File: src/sv/svq_pkg.sv
// ----------------------------------------------------------------------------
// svq_pkg: shared types and constants of the split VQ nearest-codeword block
// Sizes of the codebook sets, element and distance widths, item kind codes,
// controller state and the command/status bundles between the two halves.
// ----------------------------------------------------------------------------
package svq_pkg;

  // Codebook geometry
  localparam int ELEM_BITS     = 16;
  localparam int SPLIT_DIM     = 4;
  localparam int NUM_SPLITS    = 4;
  localparam int LONG_ENTRIES  = 128;
  localparam int SHORT_ENTRIES = 64;

  localparam int SPLIT_W     = 2;
  localparam int IDX_W       = 7;
  localparam int CNT_W       = 8;
  localparam int LONG_IDX_W  = $clog2(LONG_ENTRIES);
  localparam int SHORT_IDX_W = $clog2(SHORT_ENTRIES);
  localparam int LONG_ADDR_W  = SPLIT_W + LONG_IDX_W;
  localparam int SHORT_ADDR_W = SPLIT_W + SHORT_IDX_W;
  localparam int LONG_DEPTH   = LONG_ENTRIES * NUM_SPLITS;
  localparam int SHORT_DEPTH  = SHORT_ENTRIES * NUM_SPLITS;

  // Datapath widths: a codeword word, a difference, a square and the sum
  localparam int CW_W   = ELEM_BITS * SPLIT_DIM;
  localparam int DIFF_W = ELEM_BITS + 1;
  localparam int SQ_W   = 2 * DIFF_W;
  localparam int DIST_W = SQ_W + 2;

  // Item kind codes
  localparam logic [1:0] KIND_LOAD   = 2'd0;
  localparam logic [1:0] KIND_ENCODE = 2'd1;
  localparam logic [1:0] KIND_DECODE = 2'd2;

  localparam logic [CNT_W-1:0] ACTIVE_RESET = CNT_W'(LONG_ENTRIES);

  typedef enum logic [1:0] {
    ST_IDLE,
    ST_SCAN,
    ST_WAIT
  } state_t;

  // Commands from the controller to the datapath
  typedef struct packed {
    logic load_wr;
    logic start_enc;
    logic start_dec;
    logic scan;
    logic emit;
  } svq_cmd_t;

  // Status from the datapath to the controller
  typedef struct packed {
    logic scan_last;
    logic pipe_busy;
    logic out_free;
  } svq_status_t;

endpackage

File: src/sv/svq_ctrl.sv
// ----------------------------------------------------------------------------
// svq_ctrl: controller of the split VQ nearest-codeword block
// Takes one item at a time, steps the codebook scan and hands the final
// result to the output register once the distance pipeline has drained.
// ----------------------------------------------------------------------------
module svq_ctrl import svq_pkg::*; (
  input  logic        clk,
  input  logic        rst_n,
  input  logic        in_valid,
  input  logic [1:0]  in_kind,
  input  svq_status_t status,
  output logic        in_stall,
  output svq_cmd_t    cmd
);

  state_t state_r;
  state_t state_nxt;
  logic   accept;

  assign accept = in_valid && (state_r == ST_IDLE);

  // State register
  always_ff @(posedge clk) begin
    if (!rst_n) begin
      state_r <= ST_IDLE;
    end else begin
      state_r <= state_nxt;
    end
  end

  // Next state
  always_comb begin
    state_nxt = state_r;
    unique case (state_r)
      ST_IDLE: begin
        if (accept && (in_kind == KIND_ENCODE || in_kind == KIND_DECODE)) begin
          state_nxt = ST_SCAN;
        end
      end
      ST_SCAN: begin
        if (status.scan_last) begin
          state_nxt = ST_WAIT;
        end
      end
      ST_WAIT: begin
        if (!status.pipe_busy && status.out_free) begin
          state_nxt = ST_IDLE;
        end
      end
      default: state_nxt = ST_IDLE;
    endcase
  end

  // Outputs
  always_comb begin
    cmd      = '0;
    in_stall = 1'b1;
    unique case (state_r)
      ST_IDLE: begin
        in_stall      = 1'b0;
        cmd.load_wr   = accept && (in_kind == KIND_LOAD);
        cmd.start_enc = accept && (in_kind == KIND_ENCODE);
        cmd.start_dec = accept && (in_kind == KIND_DECODE);
      end
      ST_SCAN: begin
        cmd.scan = 1'b1;
      end
      ST_WAIT: begin
        cmd.emit = !status.pipe_busy && status.out_free;
      end
      default: in_stall = 1'b1;
    endcase
  end

endmodule

File: config.mk
export PLATFORM = sky130hd
export DESIGN_NAME = svq_ctrl
export DESIGN_NICKNAME = d
export VERILOG_FILES = /design/src/sv/svq_pkg.sv /design/src/sv/svq_ctrl.sv
export SDC_FILE = /design/constraint.sdc
export NUM_CORES = 1
export LEC_CHECK = 0
export BUFFER_PORTS_ARGS = -buffer_cell sky130_fd_sc_hd__buf_4
export CORE_AREA = 4 4 41 43
export CTS_BUF_LIST = sky130_fd_sc_hd__clkbuf_16
export DETAILED_ROUTE_END_ITERATION = 10
export DIE_AREA = 0 0 45 47
export MAX_ROUTING_LAYER = met4
export SLEW_MARGIN = 10
export SYNTH_ARGS = -nofsm -noshare
export SYNTH_HDL_FRONTEND = slang
export SYNTH_SLANG_ARGS = --single-unit
File: constraint.sdc
create_clock -name clk -period 1.6 [get_ports clk]
set_input_delay 0.24 -clock clk [delete_from_list [all_inputs] [get_ports clk]]
set_output_delay 0.24 -clock clk [all_outputs]
set_load 0.02 [all_outputs]
==> qor.csv, run 1 <==
stage,metric,value,unit
routing,vias post-DR,195,
cts,clock root buffer,clkbuf_16,
worst_setup_path,R2R depth,2,
grt,largest net degree at the start of global routing,6,
floorplanning,Starting Density,14.3,%
sta,Slew Limit Fails,0,
pwr,Clock Power Share,75.7,%
worst_setup_path,CP Capture Type,output pin,
worst_setup_path,CP required,1360,ps
pwr,Cell Pwr Density,1300,nW/um^2
synth,synth top area cells,"dfxtp_1, ha_1, and3_2, mux2_4, nor3b_2",
min_path,Hold Path Stages,2,
worst_setup_path,critical-path cell list,nor2_1 > and3_2 > buf_4,
sta,Hold Fails Final Rpt,0,
grt,Tot GR Track Use,5.21,%
worst_setup_path,critical path class,reg -> out,
final_layout,max reg flops,2,
routing,Post-Route WL,433,um
synth,cell count after synthesis,21,
pwr,P_sw,84.6,uW
final_layout,number of diodes,0,
final_layout,design area,378,sq um
cts,hold buffers post-CTS,0,
final_layout,ratio of cells with drive above 1 in the final layout,56.8,%
synth,Post-Syn Area,186,sq um
worst_setup_path,Critical Path Start Type,register,
cts,CTS Buf Count,3,
grt,vias in the first global route,189,
cts,Num Clock Sinks,2,
cts,clk buf depth,2,
pwr,part of the power in combinational logic,12.7,%
floorplanning,die height,47,um
pwr,Max IR drop VDD,418,uV
min_path,hold wc startpoint,rst_n,
worst_setup_path,peak fanout along the critical path,5,
floorplanning,die footprint,2120,sq um
min_path,Hold Crit Class,in -> reg,
place,gpl congestion,0.629,
final_layout,top flop regs,state_r (2),
grt,first-pass GRT wire length,717,um
routing,vias per cell,3.75,
sta,unrepaired setup endpoints after global routing,no,
final_layout,Synth-to-Final Area Change,103,%
sta,Worst-Margin Slew,191,ps
routing,first-pass iteration count of the detailed router,2,
pwr,Sw Share,17.3,%
floorplanning,top-level I/O count,14,
sta,final setup fails,0,
synth,#FFs+latches synth,2,
grt,grt ovf,0,
synth,post-synth top area cell,dfxtp_1,
sta,Slew headroom,87.2,%
floorplanning,row count,13,
sta,Clock Skews,1.36,ps
synth,sequential share of the synthesized area,21.5,%
worst_setup_path,largest stage delay on the critical path,340,ps
routing,initial drt markers,3,
min_path,WHS Endpoint,state_r[0]$_SDFFE_PN0P_,
pwr,Reg power frac,11.7,%
worst_setup_path,crit path DAT,1090,ps
synth,Synthesis Warnings,0,
synth,Mapped Nets,32,
pwr,Int Power,406,uW
worst_setup_path,capturing point of the worst reg2reg path,state_r[0]$_SDFFE_PN0P_,
final_layout,NumNets Final,50,
final_layout,final cell utilization of the core,29.0,%
worst_setup_path,worst reg2reg path startpoint,state_r[0]$_SDFFE_PN0P_,
place,port bufs,13,
sta,"Min Clock Period, post-route",1330,ps
run,max-cap viol count,0,
final_layout,"commonest non-fill, non-tap cell in the layout",buf_4,
floorplanning,core area,1300,sq um
cts,Resized cells post-CTS,0,
worst_setup_path,CP max-delay cell,dfxtp_1,
cts,Post-CTS Setup Inserts,0,
grt,antenna violations before repair,0,
cts,"Reg clk slew, reported paths",30,ps
final_layout,most frequent cells in the layout,"buf_4, inv_1, and3_2, ha_1, clkbuf_16",
cts,clk_lat worst skew,220,ps
worst_setup_path,reg2reg setup slack,670,ps
routing,ANT nets after route,0,
synth,syn avg cell area,8.88,sq um
synth,post-synthesis cell type count,13,
routing,# DRC,0,
floorplanning,Die X,45,um
place,placed cell area,303,sq um
sta,setup TNS,0,ps
sta,final clock period utilization by the worst path,83.3,%
final_layout,Reg with most FFs,state_r,
cts,H-tree depth,1,
pwr,LEAKAGE,0.000205,uW
place,Final HPWL DP,361,um
synth,post-synth top area share,21.5,%
outcome,run status,"finished, final reports clean",
cts,TritonCTS clock tree,done,
sta,f_max,0.750,GHz
routing,drt wl/cell,8.33,um
## synthesized netlist by cell type
library cell,count
and3_2,3
a21boi_1,1
dfxtp_1,2
inv_1,3
nor3b_1,1
and2b_1,1
ha_1,3
nor2_1,1
nand2_1,2
mux2_4,1
nand2b_1,1
nand3b_1,1
nor3b_2,1
## worst max-delay path by stage
| stage | start | endpoint | slack [ps] | cells past startpoint |
|---|---|---|---|---|
| floorplan | status[1] | cmd[0] | 440 | 2 |
| global placement | in_kind[0] | state_r[0]$_SDFFE_PN0P_ | 430 | 6 |
| detailed placement | in_kind[0] | state_r[0]$_SDFFE_PN0P_ | 430 | 6 |
| CTS | state_r[0]$_SDFFE_PN0P_ | cmd[4] | 250 | 3 |
| global route | state_r[0]$_SDFFE_PN0P_ | cmd[4] | 170 | 3 |
| finish | state_r[0]$_SDFFE_PN0P_ | cmd[4] | 270 | 3 |
## critical path: cells and delay by family, from the launching register on
| kind | cells | cell delay (ps) |
|---|---|---|
| buffers and inverters | 1 | 130 |
| DFF | 1 | 340 |
| and+or+nand+nor | 2 | 400 |
## layout make-up
cell class | count | area, sq um
Inverter | 3 | 11.3
Multi-Input combinational cell | 16 | 135
Sequential cell | 2 | 40.0
Fill cell | 147 | 923
Tap cell | 15 | 18.8
Timing Repair Buffer | 13 | 97.6
Clock buffer | 3 | 75.1
## layer usage
layer  GRT usage [%]  vias to the layer above  routed length, um
met4            7.02                        0                  0
met5               -                        -                  0
li1                -                      101                  -
met3            1.92                        0                 38
met2            6.78                        7                216
met1            5.20                       87                179
## cell families after synthesis
kind of cell    count (synthesis)  share of synthesized area (%)
buf+inv                         3                           6.04
simple gates                   11                           40.3
flops                           2                           21.5
mux                             1                           8.05
fa+ha+maj                       3                           20.1
compound gates                  1                           4.03
## power by group through the flow
stage	registers [uW]	logic, uW	clock network, uW
6_report	57.2	62.3	371
3_3_place_gp	57.7	63.2	0
3_5_place_dp	57.7	63.3	0
4_1_cts	57.1	63.6	378
2_1_floorplan	56.7	33.6	0
5_1_grt	58.0	68.4	382
## stage by stage
step	cells	hold slack (ps)	setup slack (ps)	power, uW
final	52	272	267	491
after global routing	52	285	173	508
after CTS	52	272	248	498
after detailed placement	49	494	434	121
after global placement	49	491	434	121
after floorplan	21	379	439	90.3
No activity file was read; power rests on OpenSTA's default activity.
==> run 2, diff against run 1 <==
==> constraint.sdc (replaced) <==
create_clock -name clk -period 1.3 [get_ports clk]
set_input_delay 0.195 -clock clk [delete_from_list [all_inputs] [get_ports clk]]
set_output_delay 0.195 -clock clk [all_outputs]
set_load 0.02 [all_outputs]
==> run 2 against run 1 <==
Sequential power up 26%. Worst setup slack got worse by 200 ps. Utilization increased by 0.38 points. First-iteration DRC count is 33% lower. Wire length increased by 6.2%. Non-clock buffer count stayed put. Die area is the same. Register-to-register slack lost 260 ps. Clock skew about the same. Clock power is 23% higher. Design area grew 1.3%. Total power rose by 24%. Largest power group unchanged.
==> qor.csv, run 2 (synthesized netlist as in run 1, its figures left out) <==
stage,metric,value,unit,change
final_layout,number of diodes,0,,unchanged
floorplanning,top-level I/O count,14,,unchanged
sta,final setup fails,0,,unchanged
sta,Slew Limit Fails,0,,unchanged
sta,final clock period utilization by the worst path,94.5,%,
sta,f_max,0.814,GHz,
grt,antenna violations before repair,0,,unchanged
cts,TritonCTS clock tree,done,,unchanged
sta,Clock Skews,1.61,ps,was 1.36 ps
floorplanning,die footprint,2120,sq um,unchanged
routing,Post-Route WL,460,um,was 433 um
grt,largest net degree at the start of global routing,6,,unchanged
final_layout,Reg with most FFs,state_r,,unchanged
pwr,Cell Pwr Density,1580,nW/um^2,was 1300 nW/um^2
cts,"Reg clk slew, reported paths",30,ps,about the same
min_path,Hold Path Stages,2,,unchanged
pwr,LEAKAGE,0.000206,uW,was 0.000205 uW
worst_setup_path,capturing point of the worst reg2reg path,state_r[0]$_SDFFE_PN0P_,,unchanged
floorplanning,Starting Density,14.3,%,unchanged
grt,first-pass GRT wire length,834,um,was 717 um
floorplanning,row count,13,,unchanged
pwr,Max IR drop VDD,514,uV,was 418 uV
grt,vias in the first global route,209,,was 189
worst_setup_path,reg2reg setup slack,410,ps,was 670 ps
min_path,Hold Crit Class,in -> reg,,unchanged
sta,setup TNS,0,ps,unchanged
final_layout,Synth-to-Final Area Change,105,%,was 103%
floorplanning,Die X,45,um,unchanged
routing,vias per cell,3.67,,was 3.75
sta,Hold Fails Final Rpt,0,,unchanged
cts,H-tree depth,1,,unchanged
cts,Post-CTS Setup Inserts,0,,unchanged
sta,Slew headroom,88.5,%,was 87.2%
worst_setup_path,Critical Path Start Type,register,,unchanged
final_layout,"commonest non-fill, non-tap cell in the layout",buf_4,,unchanged
cts,clock root buffer,clkbuf_16,,unchanged
routing,ANT nets after route,0,,unchanged
sta,Worst-Margin Slew,172,ps,was 191 ps
run,max-cap viol count,0,,unchanged
cts,CTS Buf Count,3,,unchanged
grt,grt ovf,0,,unchanged
cts,clk_lat worst skew,220,ps,about the same
floorplanning,core area,1300,sq um,unchanged
final_layout,ratio of cells with drive above 1 in the final layout,64.9,%,was 56.8%
cts,clk buf depth,2,,unchanged
sta,"Min Clock Period, post-route",1230,ps,
sta,unrepaired setup endpoints after global routing,no,,unchanged
final_layout,NumNets Final,50,,unchanged
routing,first-pass iteration count of the detailed router,2,,unchanged
grt,Tot GR Track Use,5.94,%,was 5.21%
routing,initial drt markers,2,,was 3
routing,# DRC,0,,unchanged
cts,Num Clock Sinks,2,,unchanged
final_layout,most frequent cells in the layout,"buf_4, inv_1, and3_2, ha_1, clkbuf_16",,unchanged
routing,vias post-DR,191,,was 195
final_layout,top flop regs,state_r (2),,unchanged
worst_setup_path,CP Capture Type,output pin,,unchanged
final_layout,final cell utilization of the core,29.4,%,was 29.0%
worst_setup_path,R2R depth,2,,unchanged
cts,hold buffers post-CTS,0,,unchanged
worst_setup_path,crit path DAT,1030,ps,was 1090 ps
worst_setup_path,peak fanout along the critical path,5,,unchanged
outcome,run status,"finished, final reports clean",,unchanged
min_path,WHS Endpoint,state_r[0]$_SDFFE_PN0P_,,unchanged
floorplanning,die height,47,um,unchanged
place,port bufs,13,,unchanged
min_path,hold wc startpoint,rst_n,,unchanged
worst_setup_path,CP required,1110,ps,was 1360 ps
worst_setup_path,critical path class,reg -> out,,unchanged
worst_setup_path,worst reg2reg path startpoint,state_r[0]$_SDFFE_PN0P_,,unchanged
routing,drt wl/cell,8.85,um,was 8.33 um
final_layout,max reg flops,2,,unchanged
place,gpl congestion,0.622,,was 0.629
==> run 2: critical path: stages, from the launching register on <==
cell,delay [ps]
dfxtp_2,340
nor2_2,150
and3_2,190
buf_4,130
==> run 2: how the worst max path moves through the flow <==
stage	startpoint	to
6_report	state_r[0]$_SDFFE_PN0P_	cmd[4]
5_1_grt	state_r[0]$_SDFFE_PN0P_	cmd[4]
4_1_cts	state_r[0]$_SDFFE_PN0P_	cmd[4]
3_5_place_dp	in_kind[0]	state_r[0]$_SDFFE_PN0P_
3_3_place_gp	in_kind[0]	state_r[0]$_SDFFE_PN0P_
2_1_floorplan	state_r[1]$_SDFFE_PN0P_	cmd[0]
==> run 2: metrics by stage <==
stage          hold WS, ps  setup WS, ps  cell area (sq um)  total power [uW]  std cells
3_3_place_gp           444           177                303               149         49
4_1_cts                228          14.8                380               615         52
3_5_place_dp           451           166                303               149         49
2_1_floorplan          334           197                186               111         21
6_report               225          71.3                383               607         52
5_1_grt                238          16.5                383               630         52
==> run 2: power breakdown <==
group          internal, uW  switching (uW)  leakage, uW
registers              66.3            5.62    0.0000172
logic                  43.7            33.5     0.000152
clock network           391            66.4    0.0000370
total                   501             106     0.000206
==> run 2: area by class of cell <==
type	instances	area (sq um)
flip-flops and latches	2	42.5
clock buffers	3	75.1
repair buffers	13	97.6
multi-input cells	16	138
well taps	15	18.8
fillers	145	918
inverters	3	11.3
==> run 2: timing repair <==
item	CTS	global route
pin swaps	0	0
endpoints found under the setup margin	2	4
gates resized for setup	1	2
==> run 2: per-layer routing <==
layer	track usage [%]	wire (um)
met1	5.88	202
met2	9.04	236
met3	1.15	21
met4	7.02	0
met5	-	0
==> run 3, diff against run 2 <==
--- a/config.mk
+++ b/config.mk
@@ -6,11 +6,14 @@
 export NUM_CORES = 1
 export LEC_CHECK = 0
 export BUFFER_PORTS_ARGS = -buffer_cell sky130_fd_sc_hd__buf_4
+export CELL_PAD_IN_SITES_DETAIL_PLACEMENT = 1
+export CELL_PAD_IN_SITES_GLOBAL_PLACEMENT = 1
 export CORE_AREA = 4 4 41 43
 export CTS_BUF_LIST = sky130_fd_sc_hd__clkbuf_16
 export DETAILED_ROUTE_END_ITERATION = 10
 export DIE_AREA = 0 0 45 47
 export MAX_ROUTING_LAYER = met4
+export PLACE_DENSITY_LB_ADDON = 0.1
 export SLEW_MARGIN = 10
 export SYNTH_ARGS = -nofsm -noshare
 export SYNTH_HDL_FRONTEND = slang
==> run 3 against run 2 <==
Fmax down 1.7%. Die area stayed put. Sequential power decreased by 1%. Combinational power up 2%. Design area decreased by 0.33%. Critical path type unchanged. Critical endpoint is now cmd[2].
==> qor.csv, run 3 (synthesized netlist as in run 1, its figures left out) <==
stage,metric,value,unit,change
run,max-cap viol count,0,,unchanged
final_layout,Reg with most FFs,state_r,,unchanged
place,"worst slack, placed",162,ps,was 166 ps
final_layout,Finished Layout Cells,52,,unchanged
sta,Slew headroom,87.4,%,was 88.5%
floorplanning,top-level I/O count,14,,unchanged
sta,f_max,0.800,GHz,was 0.814 GHz
routing,vias per cell,3.85,,was 3.67
cts,clk_lat worst skew,220,ps,about the same
grt,vias in the first global route,192,,was 209
routing,vias post-DR,200,,was 191
sta,unrepaired setup endpoints after global routing,no,,unchanged
pwr,Max IR drop VDD,498,uV,was 514 uV
final_layout,top flop regs,state_r (2),,unchanged
cts,"Reg clk slew, reported paths",30,ps,about the same
min_path,Hold Path Stages,2,,unchanged
routing,# DRC,0,,unchanged
sta,Hold Fails Final Rpt,0,,unchanged
outcome,run status,"finished, final reports clean",,unchanged
floorplanning,Starting Density,14.3,%,unchanged
min_path,Hold Crit Class,in -> reg,,unchanged
cts,clock root buffer,clkbuf_16,,unchanged
grt,largest net degree at the start of global routing,6,,unchanged
place,DP Cell Count,49,,unchanged
routing,ANT nets after route,0,,unchanged
sta,Slew Limit Fails,0,,unchanged
floorplanning,die footprint,2120,sq um,unchanged
cts,CTS Buf Count,3,,unchanged
sta,final setup fails,0,,unchanged
final_layout,register area,41.3,sq um,was 42.5 sq um
worst_setup_path,reg2reg setup slack,420,ps,was 410 ps
worst_setup_path,CP required,1110,ps,about the same
floorplanning,core area,1300,sq um,unchanged
floorplanning,row count,13,,unchanged
routing,initial drt markers,0,,was 2
worst_setup_path,capturing point of the worst reg2reg path,state_r[0]$_SDFFE_PN0P_,,unchanged
grt,first-pass GRT wire length,779,um,was 834 um
cts,TritonCTS clock tree,done,,unchanged
routing,drt wl/cell,10.6,um,was 8.85 um
cts,Num Clock Sinks,2,,unchanged
final_layout,"commonest non-fill, non-tap cell in the layout",buf_4,,unchanged
sta,Clock Skews,1.01,ps,was 1.61 ps
pwr,Cell Pwr Density,1600,nW/um^2,was 1580 nW/um^2
final_layout,number of diodes,0,,unchanged
final_layout,most frequent cells in the layout,"buf_4, inv_1, and3_2, ha_1, clkbuf_16",,unchanged
routing,Post-Route WL,552,um,was 460 um
grt,grt ovf,0,,unchanged
grt,antenna violations before repair,0,,unchanged
cts,clk buf depth,2,,unchanged
final_layout,fillers,159,,was 145
sta,setup TNS,0,ps,unchanged
worst_setup_path,R2R depth,2,,unchanged
floorplanning,die height,47,um,unchanged
cts,Post-CTS Setup Inserts,0,,unchanged
worst_setup_path,critical path class,reg -> out,,unchanged
final_layout,NumNets Final,50,,unchanged
worst_setup_path,crit path DAT,1050,ps,was 1030 ps
min_path,hold wc startpoint,rst_n,,unchanged
place,port bufs,13,,unchanged
place,Final HPWL DP,464,um,
pwr,LEAKAGE,0.000206,uW,about the same
floorplanning,Die X,45,um,unchanged
sta,final setup margin,50.5,ps,was 71.3 ps
grt,Tot GR Track Use,5.78,%,was 5.94%
worst_setup_path,worst reg2reg path startpoint,state_r[0]$_SDFFE_PN0P_,,unchanged
min_path,WHS Endpoint,state_r[0]$_SDFFE_PN0P_,,unchanged
worst_setup_path,CP Capture Type,output pin,,unchanged
final_layout,ratio of cells with drive above 1 in the final layout,62.2,%,was 64.9%
final_layout,Synth-to-Final Area Change,105,%,about the same
worst_setup_path,Critical Path Start Type,register,,unchanged
final_layout,max reg flops,2,,unchanged
sta,final clock period utilization by the worst path,96.1,%,was 94.5%
final_layout,area of the multi-input gates,138,sq um,unchanged
cts,H-tree depth,1,,unchanged
sta,Worst-Margin Slew,188,ps,was 172 ps
worst_setup_path,peak fanout along the critical path,5,,unchanged
place,gpl congestion,0.611,,was 0.622
routing,first-pass iteration count of the detailed router,1,,was 2
sta,"Min Clock Period, post-route",1250,ps,was 1230 ps
run 3: cell types whose count changed in the layout (fill, tap and decap cells not counted):
| cell | before | now |
|---|---|---|
| dfxtp_2 | 2 | 1 |
| dfxtp_1 | 0 | 1 |
run 3: how the worst max path moves through the flow:
| stage | from | end | slack [ps] | depth (start not counted) |
|---|---|---|---|---|
| floorplan | state_r[1]$_SDFFE_PN0P_ | cmd[0] | 200 | 1 |
| global placement | in_kind[0] | state_r[0]$_SDFFE_PN0P_ | 190 | 6 |
| detailed placement | in_kind[0] | state_r[0]$_SDFFE_PN0P_ | 160 | 6 |
| CTS | state_r[0]$_SDFFE_PN0P_ | cmd[2] | 20 | 3 |
| global route | state_r[1]$_SDFFE_PN0P_ | cmd[2] | 3 | 3 |
| finish | state_r[1]$_SDFFE_PN0P_ | cmd[2] | 50 | 3 |
run 3: what timing repair did:
item | in CTS | in global routing
hold buffers | 0 | 0
resized for setup | 1 | 1
setup endpoints to repair | 2 | 3
hold endpoints to repair | 0 | 0
run 3: stage by stage:
stage | hold slack (ps) | utilization (%) | instance area (sq um) | total power (uW)
after CTS | 236 | 29.2 | 380 | 618
after detailed placement | 461 | 23.3 | 303 | 151
final | 235 | 29.3 | 382 | 610
after global routing | 248 | 29.3 | 382 | 636
after global placement | 448 | 23.3 | 303 | 149
after floorplan | 334 | - | 186 | 111
run 3: final cells by class:
class,count,area share (%)
Multi-Input combinational cell,16,36.1
Timing Repair Buffer,13,25.6
Tap cell,15,4.92
Inverter,3,2.95
Clock buffer,3,19.7
Sequential cell,2,10.8
run 3: where the power goes:
part	total [uW]	switching, uW	internal, uW
clock network	460	68.8	391
logic	79.0	35.0	44.0
registers	71.2	5.21	66.0
run 3: critical path, cell delays in order (launching register included):
cell     delay, ps
dfxtp_1        400
nor2_2          70
and3_2         210
buf_4          150
run 3: routing by layer:
| layer | vias up | wire length (um) | share of wire, % | global-route usage, % |
|---|---|---|---|---|
| met5 | - | 0 | 0 | - |
| met3 | 0 | 41 | 7.4 | 3.83 |
| li1 | 101 | - | - | - |
| met4 | 0 | 0 | 0 | 5.26 |
| met2 | 5 | 282 | 51 | 7.63 |
| met1 | 94 | 228 | 41 | 5.64 |
